<file path="config.mk">
export PLATFORM = sky130hd
export DESIGN_NAME = accel_gesture_detector
export DESIGN_NICKNAME = d
export VERILOG_FILES = /design/src/rtl/core/agd_pkg.sv /design/src/rtl/core/accel_gesture_detector.sv
export SDC_FILE = /design/constraint.sdc
export NUM_CORES = 1
export LEC_CHECK = 0
export BUFFER_PORTS_ARGS = -buffer_cell sky130_fd_sc_hd__buf_2
export CAP_MARGIN = 20
export CELL_PAD_IN_SITES_DETAIL_PLACEMENT = 0
export CELL_PAD_IN_SITES_GLOBAL_PLACEMENT = 1
export CORE_AREA = 3 3 231 290
export CTS_BUF_LIST = sky130_fd_sc_hd__clkbuf_4
export DETAILED_ROUTE_END_ITERATION = 8
export DIE_AREA = 0 0 234 293
export PLACE_DENSITY = 0.71
export SYNTH_ARGS = -nofsm -noshare
export SYNTH_HDL_FRONTEND = slang
export SYNTH_SLANG_ARGS = --single-unit
</file>
<file path="constraint.sdc">
create_clock -name i_clk -period 10.7 [get_ports i_clk]
set_input_delay 2.14 -clock i_clk [delete_from_list [all_inputs] [get_ports i_clk]]
set_output_delay 2.14 -clock i_clk [all_outputs]
set_load 0.02 [all_outputs]
</file>
<file path="src/rtl/core/agd_pkg.sv">
// Package with types, codes and helper functions of the gesture detector.
`timescale 1ns / 1ps

package agd_pkg;

    localparam int ACC_W   = 16;
    localparam int SUM_W   = 24;
    localparam int DB_W    = 15;
    localparam int TL_W    = 23;
    localparam int TIME_W  = 32;
    localparam int ITEM_W  = 8;
    localparam int CFG_W   = 32;
    localparam int ADDR_W  = 4;
    localparam int IN_W    = 80;
    localparam int OUT_W   = 16;

    localparam int AGD_MAX_ITEM = 7;

    localparam logic [DB_W-1:0]   DEAD_BAND_RST   = 15'd128;
    localparam logic [TL_W-1:0]   TRIG_LEVEL_RST  = 23'd15360;
    localparam logic [TIME_W-1:0] TRIG_HOLD_RST   = 32'd1000000;
    localparam logic [TIME_W-1:0] COOLDOWN_RST    = 32'd500000;

    typedef enum logic [1:0] {
        REG_DEAD_BAND  = 2'd0,
        REG_TRIG_LEVEL = 2'd1,
        REG_TRIG_HOLD  = 2'd2,
        REG_COOLDOWN   = 2'd3
    } t_reg_idx;

    typedef enum logic [2:0] {
        DIR_RIGHT = 3'd0,
        DIR_LEFT  = 3'd1,
        DIR_PUSH  = 3'd2,
        DIR_PULL  = 3'd3,
        DIR_UP    = 3'd4,
        DIR_DOWN  = 3'd5
    } t_dir;

    typedef enum logic [1:0] {
        CMD_NONE        = 2'd0,
        CMD_STEP_LEFT   = 2'd1,
        CMD_STEP_RIGHT  = 2'd2,
        CMD_LOCK_CHANGE = 2'd3
    } t_cmd;

    typedef struct packed {
        logic hit;
        logic neg;
    } t_cross;

    // Adds a sample outside the dead band with saturation, else halves toward zero.
    function automatic logic [SUM_W-1:0] f_accumulate(
        input logic [SUM_W-1:0] sum,
        input logic [ACC_W-1:0] a,
        input logic [DB_W-1:0]  db
    );
        logic [ACC_W:0] mag;
        logic [SUM_W:0] s;
        logic [SUM_W:0] rnd;
        logic [SUM_W-1:0] res;
        mag = a[ACC_W-1] ? ((ACC_W+1)'(0) - {1'b1, a}) : {1'b0, a};
        s   = {sum[SUM_W-1], sum} + {{(SUM_W+1-ACC_W){a[ACC_W-1]}}, a};
        rnd = {sum[SUM_W-1], sum} + {{SUM_W{1'b0}}, sum[SUM_W-1]};
        if (mag > {{(ACC_W+1-DB_W){1'b0}}, db}) begin
            if (s[SUM_W] != s[SUM_W-1]) begin
                res = s[SUM_W] ? {1'b1, {(SUM_W-1){1'b0}}} : {1'b0, {(SUM_W-1){1'b1}}};
            end else begin
                res = s[SUM_W-1:0];
            end
        end else begin
            res = rnd[SUM_W:1];
        end
        return res;
    endfunction

    // Compares an accumulator against plus and minus the trigger level.
    function automatic t_cross f_crossing(
        input logic [SUM_W-1:0] sum,
        input logic [TL_W-1:0]  tl
    );
        logic signed [SUM_W:0] st;
        logic signed [SUM_W:0] tp;
        t_cross c;
        st = $signed({sum[SUM_W-1], sum});
        tp = $signed({{(SUM_W+1-TL_W){1'b0}}, tl});
        c.hit = 1'b0;
        c.neg = 1'b0;
        if (st >= tp) begin
            c.hit = 1'b1;
        end else if (st <= -tp) begin
            c.hit = 1'b1;
            c.neg = 1'b1;
        end
        return c;
    endfunction

endpackage

</file>
<file path="src/rtl/core/accel_gesture_detector.sv">
// Top level of the accelerometer gesture detector.
`timescale 1ns / 1ps

// Takes one timestamped three-axis sample per item and emits one result item each time a
// gesture fires: direction, control command, selected item index and lock flag. The block
// accepts one item per clock cycle unless back pressure stalls it. That rate is set by the
// combinational update of the accumulators, trigger check and control state, which sits
// between the input register and the result register. Back pressure on the output stalls
// the input only while a result is waiting. Registers are to be written over the APB port
// only while the block is idle; the block itself does not enforce this.
module accel_gesture_detector
    import agd_pkg::*;
#(
    parameter int MAX_ITEM = AGD_MAX_ITEM
) (
    input  logic              i_clk,
    input  logic              i_rst_n,
    input  logic              s_axis_tvalid,
    output logic              s_axis_tready,
    // accel_x [15:0], accel_y [31:16], accel_z [47:32], time_us [79:48]
    input  logic [IN_W-1:0]   s_axis_tdata,
    output logic              m_axis_tvalid,
    input  logic              m_axis_tready,
    // gesture_dir [2:0], control_cmd [4:3], item_index [12:5], is_locked [13], zeros [15:14]
    output logic [OUT_W-1:0]  m_axis_tdata,
    input  logic              psel,
    input  logic              penable,
    input  logic              pwrite,
    input  logic [ADDR_W-1:0] paddr,
    input  logic [CFG_W-1:0]  pwdata,
    output logic [CFG_W-1:0]  prdata,
    output logic              pready
);

    logic [DB_W-1:0]   r_dead_band;
    logic [TL_W-1:0]   r_trig_level;
    logic [TIME_W-1:0] r_trig_hold;
    logic [TIME_W-1:0] r_cooldown;

    logic              r_in_valid;
    logic [ACC_W-1:0]  r_ax;
    logic [ACC_W-1:0]  r_ay;
    logic [ACC_W-1:0]  r_az;
    logic [TIME_W-1:0] r_time;

    logic [SUM_W-1:0]  r_sum_x;
    logic [SUM_W-1:0]  r_sum_y;
    logic [SUM_W-1:0]  r_sum_z;
    logic [TIME_W-1:0] r_last_trig;
    logic [TIME_W-1:0] r_last_gest;
    logic              r_lock;
    logic [ITEM_W-1:0] r_item;

    logic              r_out_valid;
    logic [OUT_W-1:0]  r_out_data;

    logic [SUM_W-1:0]  n_sum_x;
    logic [SUM_W-1:0]  n_sum_y;
    logic [SUM_W-1:0]  n_sum_z;
    logic              n_lock;
    logic [ITEM_W-1:0] n_item;

    t_cross            cx;
    t_cross            cy;
    t_cross            cz;
    t_dir              dir;
    t_cmd              cmd;
    logic              fire;
    logic              cool;
    logic              out_free;
    logic              advance;
    logic              cfg_wr;
    logic [ITEM_W-1:0] max_item;

    assign max_item = ITEM_W'(MAX_ITEM);
    assign out_free = !r_out_valid || m_axis_tready;
    assign advance  = r_in_valid && out_free;
    assign s_axis_tready = !r_in_valid || out_free;
    assign m_axis_tvalid = r_out_valid;
    assign m_axis_tdata  = r_out_data;
    assign pready = 1'b1;
    assign cfg_wr = psel && penable && pwrite && pready;

    always_comb begin
        case (t_reg_idx'(paddr[3:2]))
            REG_DEAD_BAND:  prdata = {{(CFG_W-DB_W){1'b0}}, r_dead_band};
            REG_TRIG_LEVEL: prdata = {{(CFG_W-TL_W){1'b0}}, r_trig_level};
            REG_TRIG_HOLD:  prdata = r_trig_hold;
            REG_COOLDOWN:   prdata = r_cooldown;
            default:        prdata = '0;
        endcase
    end

    always_comb begin
        n_sum_x = f_accumulate(r_sum_x, r_ax, r_dead_band);
        n_sum_y = f_accumulate(r_sum_y, r_ay, r_dead_band);
        n_sum_z = f_accumulate(r_sum_z, r_az, r_dead_band);
        cx = f_crossing(n_sum_x, r_trig_level);
        cy = f_crossing(n_sum_y, r_trig_level);
        cz = f_crossing(n_sum_z, r_trig_level);
        fire = (cx.hit || cy.hit || cz.hit) && ((r_time - r_last_trig) > r_trig_hold);
        cool = (r_time - r_last_gest) > r_cooldown;

        dir = DIR_RIGHT;
        if (cx.hit) begin
            dir = cx.neg ? DIR_LEFT : DIR_RIGHT;
        end
        if (cy.hit) begin
            dir = cy.neg ? DIR_PULL : DIR_PUSH;
        end
        if (cz.hit) begin
            dir = cz.neg ? DIR_DOWN : DIR_UP;
        end

        cmd    = CMD_NONE;
        n_lock = r_lock;
        n_item = r_item;
        case (dir)
            DIR_LEFT: begin
                if (r_lock && cool) begin
                    if (r_item != '0) begin
                        n_item = r_item - 1'b1;
                    end
                    cmd = CMD_STEP_LEFT;
                end
            end
            DIR_RIGHT: begin
                if (r_item <= max_item && r_lock && cool) begin
                    if (r_item < max_item) begin
                        n_item = r_item + 1'b1;
                    end
                    cmd = CMD_STEP_RIGHT;
                end
            end
            DIR_PULL: begin
                if (cool && r_lock) begin
                    n_lock = 1'b0;
                    cmd = CMD_LOCK_CHANGE;
                end
            end
            DIR_PUSH: begin
                if (cool && !r_lock) begin
                    n_lock = 1'b1;
                    cmd = CMD_LOCK_CHANGE;
                end
            end
            default: begin
                cmd = CMD_NONE;
            end
        endcase
    end

    always_ff @(posedge i_clk) begin
        if (!i_rst_n) begin
            r_dead_band  <= DEAD_BAND_RST;
            r_trig_level <= TRIG_LEVEL_RST;
            r_trig_hold  <= TRIG_HOLD_RST;
            r_cooldown   <= COOLDOWN_RST;
        end else if (cfg_wr) begin
            case (t_reg_idx'(paddr[3:2]))
                REG_DEAD_BAND:  r_dead_band  <= pwdata[DB_W-1:0];
                REG_TRIG_LEVEL: r_trig_level <= pwdata[TL_W-1:0];
                REG_TRIG_HOLD:  r_trig_hold  <= pwdata;
                REG_COOLDOWN:   r_cooldown   <= pwdata;
                default:        r_cooldown   <= r_cooldown;
            endcase
        end
    end

    always_ff @(posedge i_clk) begin
        if (!i_rst_n) begin
            r_in_valid <= 1'b0;
        end else if (s_axis_tready) begin
            r_in_valid <= s_axis_tvalid;
        end
    end

    always_ff @(posedge i_clk) begin
        if (s_axis_tvalid && s_axis_tready) begin
            r_ax   <= s_axis_tdata[15:0];
            r_ay   <= s_axis_tdata[31:16];
            r_az   <= s_axis_tdata[47:32];
            r_time <= s_axis_tdata[79:48];
        end
    end

    always_ff @(posedge i_clk) begin
        if (!i_rst_n) begin
            r_sum_x     <= '0;
            r_sum_y     <= '0;
            r_sum_z     <= '0;
            r_last_trig <= '0;
            r_last_gest <= '0;
            r_lock      <= 1'b0;
            r_item      <= '0;
        end else if (advance) begin
            r_sum_x <= (fire && cx.hit) ? '0 : n_sum_x;
            r_sum_y <= (fire && cy.hit) ? '0 : n_sum_y;
            r_sum_z <= (fire && cz.hit) ? '0 : n_sum_z;
            if (fire) begin
                r_last_trig <= r_time;
                r_last_gest <= r_time;
                r_lock      <= n_lock;
                r_item      <= n_item;
            end
        end
    end

    always_ff @(posedge i_clk) begin
        if (!i_rst_n) begin
            r_out_valid <= 1'b0;
        end else if (advance && fire) begin
            r_out_valid <= 1'b1;
        end else if (m_axis_tready) begin
            r_out_valid <= 1'b0;
        end
    end

    always_ff @(posedge i_clk) begin
        if (advance && fire) begin
            r_out_data <= {2'b00, n_lock, n_item, cmd, dir};
        end
    end

endmodule

</file>
==> flow_metrics.py <==
metrics = {
    "route": {
        "drt-pass1-iter-count": 7,
        "routedWlPerCell_um": 20.6,
        "drt_iter0_drc": 1290,
        "vias_per_cell": 5.65,
        "via_count": 23799,
        "drt.antenna.violating_nets": 0,
        "drc": 0,
        "wl_mm": 86.7,
    },
    "synthesis": {
        "yosysWarnings": 0,
        "ys_seq_area_share_pct": 27.8,
        "synth_flop_cell": "dfxtp_1",
        "synth_seq_cells": 311,
        "syn_avg_cell_area_um2": 8.29,
        "synth_most_common_cell": "nand2_1",
        "postSynthCellCount": 3106,
        "synthTopCellsByArea": "ha_1 18%, dfxtp_1 17%, edfxtp_1 11%",
        "synth.largest_area_cell": "ha_1",
        "yosysTopAreaCellShare_pct": 17.6,
        "ys_types": 92,
        "synth_edf_count": 94,
        "synth_common_cells": "442 x nand2_1, 362 x ha_1, 292 x a21oi_1",
        "synth_area_mm2": 0.0258,
        "async_flop_share_pct": 0,
    },
    "place": {
        "dpl.hpwl_mm": 68.2,
        "placedCellCount": 4042,
        "port_buffers": 168,
        "place_area_mm2": 0.0275,
        "gp_congestion": 0.917,
    },
    "sta": {
        "clock.fmax_mhz": 118,
        "fin_skew_ns": 0.0783,
        "tightest_slew_ns": 1.11,
        "fin_crit_sh_pct": 79.3,
        "min_period_ns": 8.48,
        "finalHoldViolCount": 0,
        "maxSlewViolCount": 0,
        "finalSetupViolations": 0,
        "fin_setup_tns_ns": 0,
        "rsz0062_at_grt": "false",
        "slew-limit-headroom_pct": 26.0,
    },
    "critical_path": {
        "worstPathRequired_ns": 11.44,
        "critical-path-max-stage-delay_ns": 0.56,
        "crit_path_end_kind": "register",
        "crit_arrival_ns": 9.22,
        "worstReg2RegStart": "r_ay[2]",
        "path_class": "reg -> reg",
        "cp_slowest_cell": "a31oi_1",
        "start_kind": "register",
        "r2r_slack_ns": 2.22,
        "cp_top_family": "compound AO/OA/AOI/OAI gates",
        "cp_num_buf_inv": 3,
        "timing.critical_path.mode_cell": "a21o_1",
        "critical_path_peak_fanout": 50,
        "r2r_end": "r_lock",
        "reg2reg_depth": 28,
    },
    "grt": {
        "grt_max_degree": 70,
        "grt_pass1_vias": 23743,
        "grt_usage_pct": 25.0,
        "grt_pass1_wl_mm": 134,
        "grt_overflow": 0,
        "antenna_found_initial": 9,
    },
    "cells_and_area": {
        "nFillCells": 6491,
        "fin_nets": 3775,
        "syn_to_final_growth_pct": 11.3,
        "regArea_mm2": 0.00717,
        "postLayoutCellArea_mm2": 0.0287,
        "multi_input_area_mm2": 0.0174,
        "instances_no_fill": 4215,
        "drive_gt1_share_pct": 11.9,
    },
    "clock_tree": {
        "clkSinkCount": 311,
        "postCtsSetupRepairBufs": 0,
        "max-clock-path-buffers": 3,
        "cts-root-buf": "clkbuf_4",
        "clk_pin_slew_ns": 0.08,
        "cts.htree.levels": 3,
        "cts_hold_buf": 0,
        "clock_latency_ns": 0.88,
        "cts_inserted_buffers": 89,
        "tritoncts": "yes",
        "ctsResizeCount": 0,
    },
    "run": {
        "drv_cap": 0,
    },
    "run_status": {
        "status": "complete, no violations",
    },
    "worst_hold_path": {
        "min_from": "r_last_gest[4]",
        "hold_class": "reg -> reg",
        "hold_path_end": "r_last_gest[4]",
        "holdPathStages": 2,
    },
    "floorplan": {
        "fp.dieH_um": 293,
        "row_count": 104,
        "pin_count": 174,
        "core_area_mm2": 0.0644,
        "fp.dieArea_mm2": 0.0686,
        "start_util_pct": 40.0,
        "die_w_um": 234,
    },
    "power": {
        "p_leak_uw": 0.0119,
        "peakVddDrop_mv": 0.0944,
        "p_per_area_mw_per_mm2": 155,
    },
}
-- stage by stage --
stage	util (%)	worst slack (ns)	total power, uW	hold slack, ns
finish	44.5	2.22	4460	0.452
global route	44.5	1.49	4800	0.472
CTS	44.5	2.17	4500	0.455
detailed placement	42.6	2.20	3290	0.446
global placement	42.6	2.36	3250	0.442
floorplan	-	3.53	2720	0.436
-- worst min-delay path, stage by stage (launching register included) --
cell and delay (ns):
dfxtp_1 0.31, nand2_1 0.05, a21oi_1 0.05
-- cell families (layout without fill, tap and decap cells) --
family / after synthesis / in the layout / share of synthesized area, %
AND/OR/NAND/NOR: 974 / 974 / 17.8
AO/OA/AOI/OAI: 898 / 898 / 22.5
adder cells (fa/ha/maj): 376 / 376 / 18.3
flip-flops: 311 / 311 / 27.8
buffers and inverters: 306 / 558 / 4.56
XOR/XNOR: 207 / 207 / 7.04
multiplexers: 32 / 32 / 1.98
other: 2 / 11 / 0.0292
-- worst max path at each step --
stage	startpoint	to	slack, ns	cells after the start
after floorplan	r_ay[5]	m_axis_tdata[0]	3.53	26
after global placement	r_time[0]	m_axis_tdata[11]	2.36	27
after detailed placement	r_ay[5]	r_lock	2.20	28
after CTS	r_ay[5]	r_lock	2.17	28
after global routing	r_ay[1]	r_lock	1.49	24
final	r_ay[2]	r_lock	2.22	28
-- routing by layer --
metal  global-route usage (%)  vias to the layer above  part of all wire (%)
met5                        0                        -                 0.043
met4                     11.5                        6                   4.7
met3                     4.41                      201                   5.1
met2                     44.9                      628                    50
met1                     28.6                    11205                    40
li1                         -                    11759                     -
-- state kept, by name (all words and copies together) (netlist names), 23 cells and up --
signal / flops
r_sum_y: 24
r_last_gest: 32
r_trig_hold: 32
r_trig_level: 23
r_time: 32
r_cooldown: 32
r_sum_x: 24
r_sum_z: 24
-- power breakdown --
group	internal (uW)	switching [uW]
clock	591	583
combinational	739	1140
sequential	1300	99.3
total	2630	1820
-- cell usage in the layout (no fill, tap or decap), drive strengths merged, types with 17 or more instances in the layout --
cell type | Yosys | final
nand2 | 442 | 442
ha | 362 | 362
a21oi | 293 | 293
dfxtp | 217 | 217
inv | 195 | 201
buf | 15 | 198
o21ai | 168 | 168
xnor2 | 149 | 149
nor2 | 139 | 139
clkbuf | 94 | 123
nand3 | 96 | 96
edfxtp | 94 | 94
a21o | 89 | 89
a22o | 72 | 72
xor2 | 58 | 58
nor3 | 52 | 52
nand4 | 50 | 50
o211ai | 41 | 41
nand2b | 33 | 33
o31ai | 33 | 33
clkinv | 1 | 33
and3 | 27 | 27
nor2b | 27 | 27
a211oi | 24 | 24
o21a | 23 | 23
and2 | 21 | 21
a31oi | 20 | 20
or3 | 20 | 20
o21bai | 18 | 18
a22oi | 17 | 17
-- cell type report --
class,instances,area share (%)
flip-flops and latches,311,25.0
clock inverters,41,0.855
diodes,8,0.0698
well taps,848,3.70
clock buffers,123,3.22
repair buffers,198,3.73
multi-input cells,2490,60.8
inverters,196,2.57
(Power assumes the default switching activity.)
